==> config.mk <==
export PLATFORM = sky130hd
export DESIGN_NAME = nibble_chain_cipher_28bit_unit
export DESIGN_NICKNAME = d
export VERILOG_FILES = /design/src/rtl/ncc_pkg.sv /design/src/rtl/ncc_core.sv /design/src/rtl/nibble_chain_cipher_28bit_unit.sv
export SDC_FILE = /design/constraint.sdc
export NUM_CORES = 1
export LEC_CHECK = 0
export BUFFER_PORTS_ARGS = -buffer_cell sky130_fd_sc_hd__buf_2
export CAP_MARGIN = 20
export CORE_MARGIN = 8
export CORE_UTILIZATION = 40
export CTS_CLUSTER_DIAMETER = 80
export DETAILED_ROUTE_END_ITERATION = 12
export REMOVE_ABC_BUFFERS = 1
export SYNTH_ARGS = -nofsm -noshare
export SYNTH_HDL_FRONTEND = slang
export SYNTH_HIERARCHICAL = 1
export SYNTH_SLANG_ARGS = --single-unit
==> constraint.sdc <==
create_clock -name clk -period 43.8 [get_ports clk]
set_input_delay 8.76 -clock clk [delete_from_list [all_inputs] [get_ports clk]]
set_output_delay 8.76 -clock clk [all_outputs]
set_load 0.005 [all_outputs]
==> src/rtl/ncc_pkg.sv <==
// Shared types, constants and the table lookup helper for the nibble chain cipher.
// Used by ncc_core and nibble_chain_cipher_28bit_unit; depends on nothing else.
package ncc_pkg;

    localparam int NIB_W   = 4;
    localparam int WORD_W  = 28;
    localparam int NIBS    = 7;
    localparam int TABLE_W = 64;

    localparam logic [NIB_W-1:0]   TOP_XOR       = 4'h9;
    localparam logic [TABLE_W-1:0] TABLE_IDENTITY = 64'hFEDC_BA98_7654_3210;

    typedef enum logic
    {
        FUNC_ENCRYPT = 1'b0,
        FUNC_DECRYPT = 1'b1
    } ncc_func_t;

    typedef enum logic
    {
        CFG_ENCRYPT_TABLE = 1'b0,
        CFG_DECRYPT_TABLE = 1'b1
    } ncc_cfg_idx_t;

    typedef logic [NIB_W-1:0] nib_t;

    // Entry k of a packed table sits at bits 4k+3 down to 4k.
    function automatic nib_t lut(input logic [TABLE_W-1:0] tbl, input nib_t k);
        return tbl[{k, 2'b00} +: NIB_W];
    endfunction

endpackage

==> src/rtl/ncc_core.sv <==
// Combinational datapath of the nibble chain cipher: encrypt and decrypt of one word.
// Depends on ncc_pkg for widths, the top nibble constant and the table lookup.
module ncc_core
    import ncc_pkg::*;
(
    input  ncc_func_t                  func,
    input  logic [WORD_W-1:0]          data_word,
    input  logic [1:0]                 rolling_id,
    input  logic [TABLE_W-1:0]         encrypt_table,
    input  logic [TABLE_W-1:0]         decrypt_table,
    output logic [WORD_W-1:0]          result_word
);

    logic [WORD_W-1:0] msg;
    logic [WORD_W-1:0] enc_word;
    logic [WORD_W-1:0] rot_in;
    logic [WORD_W-1:0] dec_word;
    nib_t en [NIBS];
    nib_t e0 [NIBS-1];
    nib_t e1 [NIBS-1];
    nib_t dn [NIBS];
    nib_t d0 [NIBS-1];
    nib_t d1 [NIBS-1];
    nib_t key;

    // Encrypt: each round chains through the freshly substituted lower nibble.
    always_comb
    begin
        msg = data_word | {{(WORD_W-8){1'b0}}, rolling_id, 6'b0};
        for (int i = 0; i < NIBS; i++)
        begin
            en[i] = msg[i*NIB_W +: NIB_W];
        end

        key   = en[0] + 4'd1;
        e0[0] = lut(encrypt_table, key);
        for (int i = 1; i < NIBS-1; i++)
        begin
            key   = (en[i] ^ e0[i-1]) + 4'd1;
            e0[i] = lut(encrypt_table, key);
        end

        e1[0] = lut(encrypt_table, e0[0]);
        for (int i = 1; i < NIBS-1; i++)
        begin
            key   = e0[i] ^ e1[i-1];
            e1[i] = lut(encrypt_table, key);
        end

        enc_word[(NIBS-1)*NIB_W +: NIB_W] = en[NIBS-1] ^ TOP_XOR;
        for (int i = 0; i < NIBS-1; i++)
        begin
            enc_word[i*NIB_W +: NIB_W] = e1[i];
        end
    end

    // Decrypt: the inverse rounds mix in the not yet updated lower nibble,
    // so every nibble of a round is independent.
    always_comb
    begin
        rot_in = {data_word[WORD_W-3:0], data_word[WORD_W-1:WORD_W-2]};
        for (int i = 0; i < NIBS; i++)
        begin
            dn[i] = rot_in[i*NIB_W +: NIB_W];
        end
        dn[NIBS-1] = dn[NIBS-1] ^ TOP_XOR;

        d0[0] = lut(decrypt_table, dn[0]);
        for (int i = 1; i < NIBS-1; i++)
        begin
            d0[i] = lut(decrypt_table, dn[i]) ^ dn[i-1];
        end

        d1[0] = lut(decrypt_table, d0[0]) - 4'd1;
        for (int i = 1; i < NIBS-1; i++)
        begin
            d1[i] = (lut(decrypt_table, d0[i]) - 4'd1) ^ d0[i-1];
        end

        dec_word[(NIBS-1)*NIB_W +: NIB_W] = dn[NIBS-1];
        for (int i = 0; i < NIBS-1; i++)
        begin
            dec_word[i*NIB_W +: NIB_W] = d1[i];
        end
    end

    always_comb
    begin
        unique case (func)
            FUNC_ENCRYPT: result_word = {enc_word[1:0], enc_word[WORD_W-1:2]};
            FUNC_DECRYPT: result_word = dec_word;
            default:      result_word = dec_word;
        endcase
    end

endmodule

==> src/rtl/nibble_chain_cipher_28bit_unit.sv <==
// An accepted input word passes through the input register, then the result register, to the output.
// Throughput: one word per cycle unless the output stalls; the input register feeds the cipher datapath,
// whose output is captured in the result register, and both advance unless a stall holds them.
// Reset clears both valid flags and loads identity substitution tables.
// Top level of the nibble chain cipher; depends on ncc_pkg and ncc_core.
module nibble_chain_cipher_28bit_unit
    import ncc_pkg::*;
(
    input  logic                clk,
    input  logic                rst_n,
    input  logic                in_valid,
    output logic                in_stall,
    input  logic                func,
    input  logic [WORD_W-1:0]   data_word,
    input  logic [1:0]          rolling_id,
    output logic                out_valid,
    input  logic                out_stall,
    output logic [WORD_W-1:0]   result_word,
    input  logic                cfg_we,
    input  logic                cfg_index,
    input  logic [TABLE_W-1:0]  cfg_data
);

    logic [TABLE_W-1:0] encrypt_table_reg;
    logic [TABLE_W-1:0] decrypt_table_reg;
    logic               s1_valid_reg;
    ncc_func_t          s1_func_reg;
    logic [WORD_W-1:0]  s1_word_reg;
    logic [1:0]         s1_roll_reg;
    logic               out_valid_reg;
    logic [WORD_W-1:0]  result_reg;
    logic [WORD_W-1:0]  result_next;
    logic               out_load;
    logic               s1_load;

    // The result register takes a new word when it is empty or being drained.
    assign out_load = !out_valid_reg || !out_stall;
    assign s1_load  = !s1_valid_reg || out_load;
    assign in_stall = !s1_load;

    always_ff @(posedge clk or negedge rst_n)
    begin
        if (!rst_n)
        begin
            encrypt_table_reg <= TABLE_IDENTITY;
            decrypt_table_reg <= TABLE_IDENTITY;
        end
        else if (cfg_we)
        begin
            unique case (ncc_cfg_idx_t'(cfg_index))
                CFG_ENCRYPT_TABLE: encrypt_table_reg <= cfg_data;
                CFG_DECRYPT_TABLE: decrypt_table_reg <= cfg_data;
                default:           encrypt_table_reg <= cfg_data;
            endcase
        end
    end

    always_ff @(posedge clk or negedge rst_n)
    begin
        if (!rst_n)
        begin
            s1_valid_reg  <= 1'b0;
            out_valid_reg <= 1'b0;
        end
        else
        begin
            if (s1_load)
            begin
                s1_valid_reg <= in_valid;
            end
            if (out_load)
            begin
                out_valid_reg <= s1_valid_reg;
            end
        end
    end

    always_ff @(posedge clk)
    begin
        if (s1_load && in_valid)
        begin
            s1_func_reg <= ncc_func_t'(func);
            s1_word_reg <= data_word;
            s1_roll_reg <= rolling_id;
        end
        if (out_load && s1_valid_reg)
        begin
            result_reg <= result_next;
        end
    end

    ncc_core u_core
    (
        .func          (s1_func_reg),
        .data_word     (s1_word_reg),
        .rolling_id    (s1_roll_reg),
        .encrypt_table (encrypt_table_reg),
        .decrypt_table (decrypt_table_reg),
        .result_word   (result_next)
    );

    assign out_valid   = out_valid_reg;
    assign result_word = result_reg;

    a_accept_fills_s1: assert property (@(posedge clk) disable iff (!rst_n)
        in_valid && !in_stall |=> s1_valid_reg)
        else $error("accepted word did not reach the input register");

    a_stall_only_when_full: assert property (@(posedge clk) disable iff (!rst_n)
        in_stall |-> s1_valid_reg && out_valid_reg && out_stall)
        else $error("input stalled while the pipeline had room");

    a_s1_holds: assert property (@(posedge clk) disable iff (!rst_n)
        s1_valid_reg && !s1_load |=> s1_valid_reg && $stable(s1_word_reg))
        else $error("held input word was lost or changed");

    a_s1_moves_on: assert property (@(posedge clk) disable iff (!rst_n)
        s1_valid_reg && !out_valid_reg |=> out_valid_reg)
        else $error("word in the input register did not reach an empty result register");

endmodule

==> run_results.csv <==
group,metric,value,unit
run_status,status,"finished clean",
sta,setup_viol_count_final,0,
synthesis,ys_async_sr_fraction,68.8,%
sta,finalWorstSetupSlack,25650,ps
synthesis,synth_seq_cells,189,
finish,antenna_cells,0,
detailed_routing,detail_route.wl_per_cell,32.9,um
clock_network,cts_num_sinks,189,
place,gp_congestion,0.920,
clock_network,cts_tree,"yes",
finish,syn2layout_area_growth,7.52,%
sta,slew_viol_final,0,
synthesis,synth_top_area_cell,"mux4_2",
floorplanning,start_util,40.4,%
finish,drive_gt1_share,50.0,%
clock_network,post_cts_resize_count,0,
place,dp_hpwl,54.3,mm
sta,fmax,55.1,MHz
synthesis,synth_common_cells,"mux4_2, mux2i_1, clkbuf_1, mux2_2, nand2_1",
worst_setup_path,crit_type,"flop to flop",
floorplanning,dieArea,63500,um2
synthesis,netlist_top_cells_area,"mux4_2, mux2i_1, edfxtp_1",
global_route,grt_start_max_net_pins,73,
sta,rsz0062_at_grt,"false",
detailed_routing,wl,80.6,mm
clock_network,max-clock-path-buffers,2,
detailed_routing,num_vias,16800,
worst_setup_path,path_delay_family,"multiplexers",
sta,setup-tns-final,0,ps
synthesis,synth_cells,1714,
worst_setup_path,critical_path_required,44060,ps
synthesis,netlist_area,22300,um2
synthesis,yosysWarnings,6,
floorplanning,die-height,252,um
clock_network,clk_latency,500,ps
place,placed_cells,2417,
floorplanning,core,55100,um2
global_route,grt_pass1_vias,16500,
sta,worstMarginPinSlew,1170,ps
place,io_buffers,130,
run,cap_violations,0,
sta,maxSlewHeadroom,21.4,%
worst_setup_path,end_kind,"flop",
detailed_routing,route.detailed.drc,0,
sta,finalHoldViolCount,0,
global_route,grt_antenna_before_repair,0,
worst_setup_path,crit_fanout,27,
detailed_routing,dr.first_iter.drc_count,2431,
clock_network,clkSlewWorstSetupHoldPaths,80,ps
synthesis,synth_cell_types,70,
clock_network,htree_levels,4,
global_route,grt_pass1_wl,117,mm
synthesis,yosysTopAreaCellShare,32.1,%
synthesis,synth_most_common_cell,"mux4_2",
global_route,grt_overflow,0,
clock_network,cts-root-buf,"clkbuf_16",
floorplanning,die_x,252,um
worst_setup_path,max_stage_delay,1030,ps
detailed_routing,via_per_inst,6.85,
sta,fin_hold_ws,503,ps
clock_network,post_cts_buffers,0,
clock_network,ctsHoldBuffers,0,
worst_setup_path,path_common_cell,"mux4_2",
finish,nets,1801,
synthesis,avgSynthCellArea,13.0,um2
synthesis,ys.flop_type,"dfrtp_1",
place,place_ws,25780,ps
sta,fin_crit,18150,ps
floorplanning,rows,86,
synthesis,synth_enable_flop_cells,59,
sta,period_share,41.4,%
detailed_routing,first_pass_iters,6,
worst_setup_path,slowest_stage,"ha_1",
worst_setup_path,cp-start-kind,"flop",
worst_setup_path,crit_arrival,18410,ps
worst_hold_path,min_path_type,"flop to flop",
synthesis,ys_seq_area_share,22.9,%
sta,skew,14.1,ps
worst_setup_path,cp.buffers_inverters,8,
detailed_routing,route.antenna.remaining_nets,0,
global_route,grtUsageTotal,24.9,%
finish,finalNonFillerCells,2449,
floorplanning,io_pins,131,
clock_network,numCtsBuffers,17,
metal layers:
metal | GRT usage (%) | up-vias | routed length (um)
met4 | 11.2 | 0 | 3860
li1 | - | 6689 | -
met1 | 31.3 | 8621 | 29700
met3 | 6.14 | 250 | 8180
met5 | 0 | - | 0
met2 | 40.3 | 1208 | 38800
final cells by class:
cell class / count / area (um2)
clock buffers: 21 / 472
clock inverters: 11 / 143
fillers: 5103 / 31100
inverters: 19 / 71.3
multi-input cells: 1254 / 16000
flip-flops and latches: 189 / 5100
well taps: 748 / 936
repair buffers: 207 / 1230
path summary, 6_finish.rpt:
path	start	cells after the start	slack, ps	to
worst min-delay path	s1_valid_reg	1	500	out_valid
worst max register to register	s1_word_reg[1]	43	25650	result_word[18]
worst max-delay path	s1_word_reg[1]	43	25650	result_word[18]
min in group asynchronous	rst_n	1	8330	decrypt_table_reg[23]
worst min register to register	s1_valid_reg	1	500	out_valid
max in group asynchronous	rst_n	2	34000	encrypt_table_reg[0]
logic make-up after synthesis:
family                     synth area share [%]
muxes                                      56.7
buffers and inverters                      5.77
DFF                                        22.9
AOI/OAI and AO/OA                          4.98
and+or+nand+nor                            3.50
xor gates and xnor gates                   5.46
adders and majority gates                 0.674
per-stage QoR:
step / util (%) / cell area [um2]
after CTS: 43.5 / 24000
after global routing: 43.5 / 24000
after global placement: 42.4 / 23300
final: 43.5 / 24000
after floorplan: - / 21100
after detailed placement: 42.4 / 23300
cell usage in the layout (no fill, tap or decap), drive strengths merged, types with 35 or more instances in the layout:
cell type and count:
mux4 322, o21ai 54, buf 207, xnor2 75, dfrtp 66, edfxtp 59, mux2 171, dfstp 64
a21oi 37, nor2 35, nand2 70, mux2i 309
worst reg2reg max path: cells and delay by family (launching register included):
family | cells | cell delay [ps]
mux | 14 | 6270
xor+xnor | 9 | 4870
fa+ha+maj | 6 | 3520
buf+inv | 8 | 1480
compound gates | 4 | 920
flops | 1 | 670
simple gates | 2 | 200
Power is left out: the tool's default activity adds up to more than one toggle a clock period on the data nets, which glitch-free logic cannot reach.
